File: src/sv/cas_pkg.sv
// Shared types, codes and constants of the cellular automaton smoothing block.
package cas_pkg;

  // Default line buffer depth (cells per row at most).
  localparam int unsigned DEF_MAX_WIDTH = 1024;

  // Grid height limit and row counter widths.
  localparam int unsigned MAX_HEIGHT = 1024;
  localparam int unsigned ROW_W      = 10;
  localparam int unsigned IN_ROW_W   = ROW_W + 1;

  // Reset grid size in both directions.
  localparam int unsigned RESET_SIZE = 64;

  // Configuration port widths.
  localparam int unsigned CFG_IDX_W  = 2;
  localparam int unsigned CFG_DATA_W = 11;

  // Rule mask, window wall count and reset rule.
  localparam int unsigned MASK_W  = 10;
  localparam int unsigned COUNT_W = 4;
  localparam int unsigned WIN_W   = 9;
  localparam logic [MASK_W-1:0] RESET_MASK = 10'd992;

  // Stream data width (one field padded to a byte).
  localparam int unsigned DATA_W = 8;

  // Configuration register indexes.
  typedef enum logic [CFG_IDX_W-1:0] {
    REG_GRID_WIDTH  = 2'd0,
    REG_GRID_HEIGHT = 2'd1,
    REG_RULE_MASK   = 2'd2
  } cfg_reg_t;

  // Input word kinds.
  typedef enum logic {
    CMD_CELL  = 1'b0,
    CMD_DRAIN = 1'b1
  } cmd_t;

  // Per-word control handed from the sequencer to the window stage.
  typedef struct packed {
    logic drain;
    logic cell_wall;
    logic emit;
    logic at_top;
    logic at_bottom;
    logic at_left;
    logic at_right;
  } step_t;

endpackage

File: src/sv/cas_line_buf.sv
// Two one-bit line buffers held as one two-bit wide memory with write forwarding.
module cas_line_buf #(
  parameter int unsigned MAX_WIDTH = cas_pkg::DEF_MAX_WIDTH
) (
  input  logic                         clk,
  input  logic                         rd_en,
  input  logic [$clog2(MAX_WIDTH)-1:0] rd_addr,
  input  logic                         wr_en,
  input  logic [$clog2(MAX_WIDTH)-1:0] wr_addr,
  input  logic [1:0]                   wr_data,  // bit 0: current row, bit 1: row above
  output logic [1:0]                   rd_data   // bit 0: current row, bit 1: row above
);
  import cas_pkg::*;

  logic [1:0] mem [MAX_WIDTH];
  logic [1:0] rd_q_r;
  logic [1:0] fwd_data_r;
  logic       fwd_hit_r;

  // Memory write and registered read; a write to the address being read is forwarded.
  always_ff @(posedge clk) begin
    if (wr_en) begin
      mem[wr_addr] <= wr_data;
    end
    if (rd_en) begin
      rd_q_r     <= mem[rd_addr];
      fwd_hit_r  <= wr_en && (wr_addr == rd_addr);
      fwd_data_r <= wr_data;
    end
  end

  assign rd_data = fwd_hit_r ? fwd_data_r : rd_q_r;

endmodule

File: src/sv/cas_seq.sv
// Configuration registers and the raster counters that classify each input word.
module cas_seq #(
  parameter int unsigned MAX_WIDTH = cas_pkg::DEF_MAX_WIDTH
) (
  input  logic                             clk,
  input  logic                             rst_n,
  input  logic                             in_fire,
  input  logic                             cmd,
  input  logic                             cell_wall,
  input  logic                             cfg_fire,
  input  logic [cas_pkg::CFG_IDX_W-1:0]    cfg_index,
  input  logic [cas_pkg::CFG_DATA_W-1:0]   cfg_data,
  output logic                             take,
  output logic [$clog2(MAX_WIDTH)-1:0]     col,
  output cas_pkg::step_t                   step,
  output logic [cas_pkg::MASK_W-1:0]       rule_mask
);
  import cas_pkg::*;

  localparam int unsigned COL_W   = $clog2(MAX_WIDTH);
  localparam int unsigned RESET_W = (RESET_SIZE > MAX_WIDTH) ? MAX_WIDTH : RESET_SIZE;
  localparam logic [COL_W-1:0] W_LAST_RST = COL_W'(RESET_W - 1);
  localparam logic [ROW_W-1:0] H_LAST_RST = ROW_W'(RESET_SIZE - 1);

  logic [COL_W-1:0]    w_last_r, w_last_nxt;
  logic [ROW_W-1:0]    h_last_r, h_last_nxt;
  logic [MASK_W-1:0]   mask_r, mask_nxt;
  logic [COL_W-1:0]    in_col_r, in_col_nxt;
  logic [IN_ROW_W-1:0] in_row_r, in_row_nxt;
  logic [COL_W-1:0]    out_col_r, out_col_nxt;
  logic [ROW_W-1:0]    out_row_r, out_row_nxt;
  logic                frame_in;
  logic                col_wrap;
  logic                eof;
  logic [31:0]         w_val;
  logic [31:0]         h_val;

  // Classify the word against the input position.
  always_comb begin
    frame_in = in_row_r > IN_ROW_W'(h_last_r);
    take     = in_fire && ((cmd == CMD_DRAIN) == frame_in);
    col      = (in_col_r > w_last_r) ? '0 : in_col_r;
    col_wrap = (col == w_last_r);

    step.drain     = (cmd == CMD_DRAIN);
    step.cell_wall = cell_wall;
    step.emit      = (in_row_r >= IN_ROW_W'(2)) ||
                     ((in_row_r == IN_ROW_W'(1)) && (col != '0));
    step.at_top    = (out_row_r == '0);
    step.at_bottom = (out_row_r == h_last_r);
    step.at_left   = (out_col_r == '0);
    step.at_right  = (out_col_r == w_last_r);
    eof            = step.at_right && step.at_bottom;
  end

  // Clamp written grid sizes to their legal range.
  always_comb begin
    w_val = 32'(cfg_data);
    if (w_val == 32'd0) begin
      w_val = 32'd1;
    end
    if (w_val > MAX_WIDTH) begin
      w_val = MAX_WIDTH;
    end
    h_val = 32'(cfg_data);
    if (h_val == 32'd0) begin
      h_val = 32'd1;
    end
    if (h_val > MAX_HEIGHT) begin
      h_val = MAX_HEIGHT;
    end
  end

  // Counter and register updates; the frame's last result restarts all counters.
  always_comb begin
    w_last_nxt  = w_last_r;
    h_last_nxt  = h_last_r;
    mask_nxt    = mask_r;
    in_col_nxt  = in_col_r;
    in_row_nxt  = in_row_r;
    out_col_nxt = out_col_r;
    out_row_nxt = out_row_r;

    if (take) begin
      in_col_nxt = col_wrap ? '0 : col + 1'b1;
      in_row_nxt = col_wrap ? in_row_r + 1'b1 : in_row_r;
      if (step.emit) begin
        if (eof) begin
          in_col_nxt  = '0;
          in_row_nxt  = '0;
          out_col_nxt = '0;
          out_row_nxt = '0;
        end else if (step.at_right) begin
          out_col_nxt = '0;
          out_row_nxt = out_row_r + 1'b1;
        end else begin
          out_col_nxt = out_col_r + 1'b1;
        end
      end
    end

    if (cfg_fire) begin
      unique case (cfg_reg_t'(cfg_index))
        REG_GRID_WIDTH: begin
          w_last_nxt  = COL_W'(w_val - 32'd1);
          in_col_nxt  = '0;
          in_row_nxt  = '0;
          out_col_nxt = '0;
          out_row_nxt = '0;
        end
        REG_GRID_HEIGHT: begin
          h_last_nxt  = ROW_W'(h_val - 32'd1);
          in_col_nxt  = '0;
          in_row_nxt  = '0;
          out_col_nxt = '0;
          out_row_nxt = '0;
        end
        REG_RULE_MASK: begin
          mask_nxt = cfg_data[MASK_W-1:0];
        end
        default: begin
        end
      endcase
    end
  end

  always_ff @(posedge clk) begin
    if (!rst_n) begin
      w_last_r  <= W_LAST_RST;
      h_last_r  <= H_LAST_RST;
      mask_r    <= RESET_MASK;
      in_col_r  <= '0;
      in_row_r  <= '0;
      out_col_r <= '0;
      out_row_r <= '0;
    end else begin
      w_last_r  <= w_last_nxt;
      h_last_r  <= h_last_nxt;
      mask_r    <= mask_nxt;
      in_col_r  <= in_col_nxt;
      in_row_r  <= in_row_nxt;
      out_col_r <= out_col_nxt;
      out_row_r <= out_row_nxt;
    end
  end

  assign rule_mask = mask_r;

endmodule

File: src/sv/cas_window.sv
// 3x3 window register, border-aware wall count and rule lookup.
module cas_window (
  input  logic                        clk,
  input  logic                        rst_n,
  input  logic                        advance,
  input  cas_pkg::step_t              step,
  input  logic                        top,
  input  logic                        mid,
  input  logic [cas_pkg::MASK_W-1:0]  rule_mask,
  output logic                        wall
);
  import cas_pkg::*;

  logic [WIN_W-1:0]   window_r, window_nxt;
  logic [WIN_W-1:0]   oob;
  logic [WIN_W-1:0]   cells;
  logic [COUNT_W-1:0] count;
  logic               bot;

  // Shift the newest column in; bits 0..2 are the oldest column, top row first.
  always_comb begin
    bot        = step.drain ? 1'b0 : step.cell_wall;
    window_nxt = {bot, mid, top, window_r[WIN_W-1:3]};
  end

  // Positions outside the grid count as walls.
  always_comb begin
    oob = '0;
    if (step.at_left) begin
      oob[2:0] = 3'b111;
    end
    if (step.at_right) begin
      oob[8:6] = 3'b111;
    end
    if (step.at_top) begin
      oob[0] = 1'b1;
      oob[3] = 1'b1;
      oob[6] = 1'b1;
    end
    if (step.at_bottom) begin
      oob[2] = 1'b1;
      oob[5] = 1'b1;
      oob[8] = 1'b1;
    end
    cells = window_nxt | oob;
    count = '0;
    for (int i = 0; i < WIN_W; i++) begin
      count = count + COUNT_W'(cells[i]);
    end
    wall = rule_mask[count];
  end

  always_ff @(posedge clk) begin
    if (!rst_n) begin
      window_r <= '0;
    end else if (advance) begin
      window_r <= window_nxt;
    end
  end

endmodule

File: src/sv/cellular_automaton_smoothing.sv
// Top level: one smoothing pass of a binary 3x3 cellular automaton over a raster stream.
// Throughput: one word per cycle when the output is not back-pressured, set by the single
//   read and single write of the line buffer memory in each cycle. The word that completes
//   a result's window passes the stage register, and the result then the output register;
//   that word comes grid_width+1 words after the result's own cell.
// Reset: grid 64 x 64, rule mask 992, counters and window cleared; line buffers keep
//   their contents and need no clearing pass.
module cellular_automaton_smoothing #(
  parameter int unsigned MAX_WIDTH = cas_pkg::DEF_MAX_WIDTH
) (
  input  logic                           clk,
  input  logic                           rst_n,
  input  logic                           in_tvalid,
  output logic                           in_tready,
  input  logic [cas_pkg::DATA_W-1:0]     in_tdata,   // bit 0: cell_wall, rest zero
  input  logic [0:0]                     in_tuser,   // bit 0: cmd
  output logic                           out_tvalid,
  input  logic                           out_tready,
  output logic [cas_pkg::DATA_W-1:0]     out_tdata,  // bit 0: out_wall, rest zero
  output logic                           out_tlast,  // end_of_row
  output logic [0:0]                     out_tuser,  // bit 0: end_of_frame
  input  logic                           cfg_valid,
  output logic                           cfg_ready,
  input  logic [cas_pkg::CFG_IDX_W-1:0]  cfg_index,
  input  logic [cas_pkg::CFG_DATA_W-1:0] cfg_data
);
  import cas_pkg::*;

  localparam int unsigned COL_W = $clog2(MAX_WIDTH);

  logic              adv;
  logic              in_fire;
  logic              a_fire;
  logic              cfg_fire;
  logic              take;
  logic [COL_W-1:0]  col;
  step_t             step;
  logic [MASK_W-1:0] rule_mask;
  logic              a_valid_r;
  step_t             a_step_r;
  logic [COL_W-1:0]  a_col_r;
  logic [1:0]        lb_rd;
  logic              wall;
  logic              out_valid_r;
  logic              out_wall_r;
  logic              out_eor_r;
  logic              out_eof_r;

  // Handshakes: the stage register moves whenever the output register is free.
  assign adv       = !out_valid_r || out_tready;
  assign in_tready = !a_valid_r || adv;
  assign in_fire   = in_tvalid && in_tready;
  assign a_fire    = a_valid_r && adv;
  assign cfg_ready = 1'b1;
  assign cfg_fire  = cfg_valid && cfg_ready;

  cas_seq #(
    .MAX_WIDTH (MAX_WIDTH)
  ) u_seq (
    .clk       (clk),
    .rst_n     (rst_n),
    .in_fire   (in_fire),
    .cmd       (in_tuser[0]),
    .cell_wall (in_tdata[0]),
    .cfg_fire  (cfg_fire),
    .cfg_index (cfg_index),
    .cfg_data  (cfg_data),
    .take      (take),
    .col       (col),
    .step      (step),
    .rule_mask (rule_mask)
  );

  cas_line_buf #(
    .MAX_WIDTH (MAX_WIDTH)
  ) u_line_buf (
    .clk     (clk),
    .rd_en   (in_fire),
    .rd_addr (col),
    .wr_en   (a_fire && !a_step_r.drain),
    .wr_addr (a_col_r),
    .wr_data ({lb_rd[0], a_step_r.cell_wall}),
    .rd_data (lb_rd)
  );

  cas_window u_window (
    .clk       (clk),
    .rst_n     (rst_n),
    .advance   (a_fire),
    .step      (a_step_r),
    .top       (lb_rd[1]),
    .mid       (lb_rd[0]),
    .rule_mask (rule_mask),
    .wall      (wall)
  );

  // Stage register: a word that the sequencer ignores leaves no entry.
  always_ff @(posedge clk) begin
    if (!rst_n) begin
      a_valid_r <= 1'b0;
    end else if (in_fire) begin
      a_valid_r <= take;
    end else if (a_fire) begin
      a_valid_r <= 1'b0;
    end
  end

  always_ff @(posedge clk) begin
    if (in_fire) begin
      a_step_r <= step;
      a_col_r  <= col;
    end
  end

  // Output register.
  always_ff @(posedge clk) begin
    if (!rst_n) begin
      out_valid_r <= 1'b0;
    end else if (a_fire && a_step_r.emit) begin
      out_valid_r <= 1'b1;
    end else if (out_tready) begin
      out_valid_r <= 1'b0;
    end
  end

  always_ff @(posedge clk) begin
    if (a_fire && a_step_r.emit) begin
      out_wall_r <= wall;
      out_eor_r  <= a_step_r.at_right;
      out_eof_r  <= a_step_r.at_right && a_step_r.at_bottom;
    end
  end

  assign out_tvalid   = out_valid_r;
  assign out_tdata    = {{(DATA_W-1){1'b0}}, out_wall_r};
  assign out_tlast    = out_eor_r;
  assign out_tuser[0] = out_eof_r;

  // The last cell of the grid is always the last cell of a row.
  assert property (@(posedge clk) disable iff (!rst_n)
    out_tvalid && out_tuser[0] |-> out_tlast)
    else $error("end of frame without end of row");

  // A stalled stage entry keeps its place and its column.
  assert property (@(posedge clk) disable iff (!rst_n)
    a_valid_r && !adv |=> a_valid_r && $stable(a_col_r))
    else $error("stage entry lost while stalled");

  // The word after a frame's last result starts a new frame and cannot give a result.
  assert property (@(posedge clk) disable iff (!rst_n)
    a_fire && a_step_r.emit && a_step_r.at_right && a_step_r.at_bottom
      |=> !a_valid_r || !a_step_r.emit)
    else $error("result issued right after end of frame");

endmodule
File: config.mk
export PLATFORM = sky130hd
export DESIGN_NAME = cellular_automaton_smoothing
export DESIGN_NICKNAME = d
export VERILOG_FILES = /design/src/sv/cas_pkg.sv /design/src/sv/cas_line_buf.sv /design/src/sv/cas_seq.sv /design/src/sv/cas_window.sv /design/src/sv/cellular_automaton_smoothing.sv
export SDC_FILE = /design/constraint.sdc
export NUM_CORES = 2
export LEC_CHECK = 0
export BUFFER_PORTS_ARGS = -buffer_cell sky130_fd_sc_hd__buf_2
export CAP_MARGIN = 30
export CORE_AREA = 2 2 552 554
export CTS_CLUSTER_DIAMETER = 80
export DETAILED_ROUTE_END_ITERATION = 10
export DIE_AREA = 0 0 554 556
export PLACE_DENSITY = 0.54
export SLEW_MARGIN = 40
export SYNTH_ARGS = -nofsm -noshare
export SYNTH_HDL_FRONTEND = slang
export SYNTH_SLANG_ARGS = --single-unit
export TNS_END_PERCENT = 20
File: constraint.sdc
create_clock -name clk -period 24.5 [get_ports clk]
set_input_delay 2.45 -clock clk [delete_from_list [all_inputs] [get_ports clk]]
set_output_delay 2.45 -clock clk [all_outputs]
set_load 0.005 [all_outputs]
==> impl_metrics.py <==
metrics = {
    "outcome": {
        "status": "complete, no violations",
    },
    "power": {
        "power_density_mw_per_mm2": 73.95,
        "power_mw": 7.591,
        "ir_drop_v": 0.00008114,
        "leakagePower_nw": 30.29,
    },
    "sta": {
        "setup_viol": 0,
        "fin_crit_sh_pct": 26.26,
        "final_hold_viol_count": 0,
        "clock.fmax_mhz": 155.4,
        "tns_ns": 0,
        "skew_ns": 0.08416,
        "fin_ws_ns": 18.07,
        "drv_slew": 0,
        "worst_slew_pin_slew_ns": 0.9345,
        "period_minus_slack_ns": 6.434,
        "rsz0062_at_grt": "no",
        "relSlewSlack_pct": 37.32,
    },
    "worst_setup_path": {
        "crit_fanout": 64,
        "reg2reg_depth": 17,
        "r2r-start": "u_seq.in_col_r[3]",
        "path_class": "flop to flop",
        "r2r_end": "u_line_buf.rd_q_r[0]",
        "cp.required_ns": 25.13,
        "start_kind": "flop",
        "r2r_slack_ns": 18.07,
        "startpoint": "u_seq.in_col_r[3]",
        "crit_arrival_ns": 7.07,
        "critPathCaptureType": "flop",
    },
    "clock_network": {
        "clockRootBuffer": "clkbuf_16",
        "cts_buffers": 222,
        "ctsHoldBuffers": 0,
        "clk_latency_ns": 0.89,
        "cts_max_path_buffers": 3,
        "clkSinkCount": 2152,
        "clk_pin_slew_ns": 0.06,
        "cts_max_level": 4,
        "cts_tree": "built",
        "post_cts_buffers": 0,
        "ctsResizeCount": 0,
    },
    "grt": {
        "grt_pass1_vias": 56960,
        "grt_pass1_wl_mm": 434.5,
        "grt_overflow": 0,
        "antenna_found_initial": 21,
        "grt_max_degree": 125,
        "grt_use_total_pct": 19.73,
    },
    "synth": {
        "ys_async_sr_fraction_pct": 0,
        "synth_area_leader_cell": "edfxtp_1",
        "synthCells": 6256,
        "synthFlopType": "edfxtp_1",
        "yosys_warnings": 0,
        "synth.distinct_cells": 95,
        "yosysMostFrequentCell": "edfxtp_1",
        "synth_edf_count": 2073,
        "postSynthAreaPerCell_um2": 14.44,
        "synthTopCellsByArea": "edfxtp_1 (69%), nor2_1 (4.9%), mux4_2 (4.9%), mux2i_1 (2.8%), dfxtp_1 (1.8%)",
        "synth_seq_cells": 2152,
        "synth_top_cell_area_share_pct": 68.91,
        "synth_common_cells": "edfxtp_1 (2073), nor2_1 (1175), clkbuf_1 (286)",
        "syn_area_mm2": 0.09034,
        "seq_area_frac_synth_pct": 70.66,
    },
    "detailed_routing": {
        "wl_per_cell_um": 30.11,
        "via_per_inst": 5.597,
        "totalWireLength_mm": 311.8,
        "drtIter0Drc": 8348,
        "post-route-drc-count": 0,
        "first_pass_iters": 7,
        "final_antenna_net_count": 0,
        "num_vias": 57960,
    },
    "hold_path": {
        "hold_end": "u_window.window_r[4]",
        "min_path_cells": 2,
        "hp-class": "flop to flop",
        "min_from": "u_window.window_r[4]",
    },
    "placement": {
        "portBuffers": 24,
        "routabilityCongestion": 0.8490,
        "place_ws_ns": 18.17,
        "hpwl_mm": 175.9,
    },
    "floorplanning": {
        "die_x_um": 554,
        "coreArea_mm2": 0.3020,
        "initial_core_util_pct": 29.91,
        "die_h_um": 556,
        "num_rows": 202,
        "die_area_mm2": 0.3080,
        "num_io_pins": 40,
    },
    "cells_and_area": {
        "area_growth_pct": 13.63,
        "layout-drive-gt1-share_pct": 15.37,
        "final_nets": 6255,
        "fill_cells": 29050,
    },
    "run": {
        "maxCapViolations": 0,
    },
}
==> where the power goes <==
part	switching, mW	internal, mW
clock network	1.44	1.82
registers	0.00746	4.05
logic	0.203	0.0709
total	1.65	5.94
==> worst max-delay path by stage <==
stage,end,depth (start not counted)
floorplan,out_wall_r,10
detailed placement,u_line_buf.rd_q_r[0],17
global route,u_line_buf.rd_q_r[0],17
global placement,u_line_buf.rd_q_r[0],14
finish,u_line_buf.rd_q_r[0],17
CTS,u_line_buf.rd_q_r[0],17
==> per-layer routing <==
layer	GRT usage, %	share of wire (%)	routed length (um)
met5	0	0.025	77
met4	8.214	4.4	13790
met3	4.309	10	31480
met1	26.21	40	123500
met2	31.18	46	142900
==> stage by stage <==
stage                     area [um2]  util, %  instances  hold slack [ns]
after global routing          102600    33.98      10350           0.4908
after floorplan                90360        -       6262           0.4351
after detailed placement       95620    31.66       9940           0.4560
after CTS                     102600    33.96      10350           0.4663
final                         102600    33.99      10360           0.4670
after global placement         95220    31.53       9931           0.4541
==> logic make-up after synthesis <==
| logic type | count (synthesis) | share of synthesized area [%] |
|---|---|---|
| compound gates | 1137 | 8.331 |
| xor+xnor | 65 | 0.6302 |
| fa+ha+maj | 41 | 0.6094 |
| buf+inv | 582 | 2.684 |
| flops | 2152 | 70.66 |
| mux | 570 | 9.184 |
| other cells | 2 | 0.008313 |
| simple gates | 1707 | 7.892 |
==> placed cells by master (no fill, tap or decap), drive strengths merged, types with 13 or more instances in the layout <==
| master | synthesis | routed |
|---|---|---|
| nor4 | 17 | 17 |
| nand3 | 81 | 81 |
| xor2 | 14 | 14 |
| nor2b | 18 | 18 |
| o221ai | 83 | 83 |
| inv | 65 | 69 |
| xnor2 | 51 | 51 |
| a2bb2oi | 14 | 14 |
| o21ai | 241 | 241 |
| clkbuf | 286 | 275 |
| nor3 | 39 | 39 |
| o211ai | 95 | 95 |
| a21oi | 282 | 282 |
| edfxtp | 2073 | 2073 |
| a21boi | 16 | 16 |
| buf | 230 | 217 |
| o211a | 19 | 19 |
| nand4 | 25 | 25 |
| mux2 | 121 | 121 |
| o22ai | 107 | 107 |
| and3 | 19 | 19 |
| mux4 | 195 | 195 |
| a211o | 13 | 13 |
| clkinv | 1 | 110 |
| a31oi | 38 | 38 |
| dfxtp | 79 | 79 |
| mux2i | 254 | 254 |
| o2111ai | 14 | 14 |
| or3 | 29 | 29 |
| ha | 36 | 36 |
| nand2 | 243 | 243 |
| a221oi | 15 | 15 |
| nor2 | 1177 | 1177 |
| bufinv | 0 | 13 |
| a211oi | 50 | 50 |
==> critical path, cell delays in order (launching register included) <==
cell and delay, ns:
dfxtp_1 0.31, buf_4 0.43, ha_1 0.33, and4_1 0.22, nand4_1 0.17, nand2_2 0.31, buf_4 0.41, o21ai_4 0.22
buf_12 0.48, clkinv_2 0.54, buf_4 0.44, buf_4 0.40, o221ai_1 0.18, a21oi_1 0.07, o21ai_0 0.42, a2bb2oi_1 0.58
a41oi_1 0.23, a22o_1 0.30
==> layout make-up <==
| class | count | area, um2 | share of cell area [%] |
|---|---|---|---|
| diodes | 9 | 22.52 | 0.02194 |
| clock buffers | 275 | 5827 | 5.677 |
| clock inverters | 130 | 1115 | 1.086 |
| inverters | 66 | 252.7 | 0.2462 |
| multi-input cells | 3528 | 24620 | 23.99 |
| flip-flops and latches | 2152 | 63840 | 62.20 |
| well taps | 3978 | 4977 | 4.849 |
| repair buffers | 217 | 1983 | 1.932 |
==> registers in the layout (all words and copies together) (netlist names), 2 cells and up <==
signal	count
u_seq.in_row_r	11
u_line_buf.fwd_data_r	2
u_seq.rule_mask	10
a_col_r	10
u_seq.h_last_r	10
u_seq.out_col_r	10
a_step_r	7
u_line_buf.mem	2048
u_window.window_r	6
u_line_buf.rd_q_r	2
u_seq.in_col_r	10
u_seq.w_last_r	10
u_seq.out_row_r	10
(Power assumes the default switching activity.)
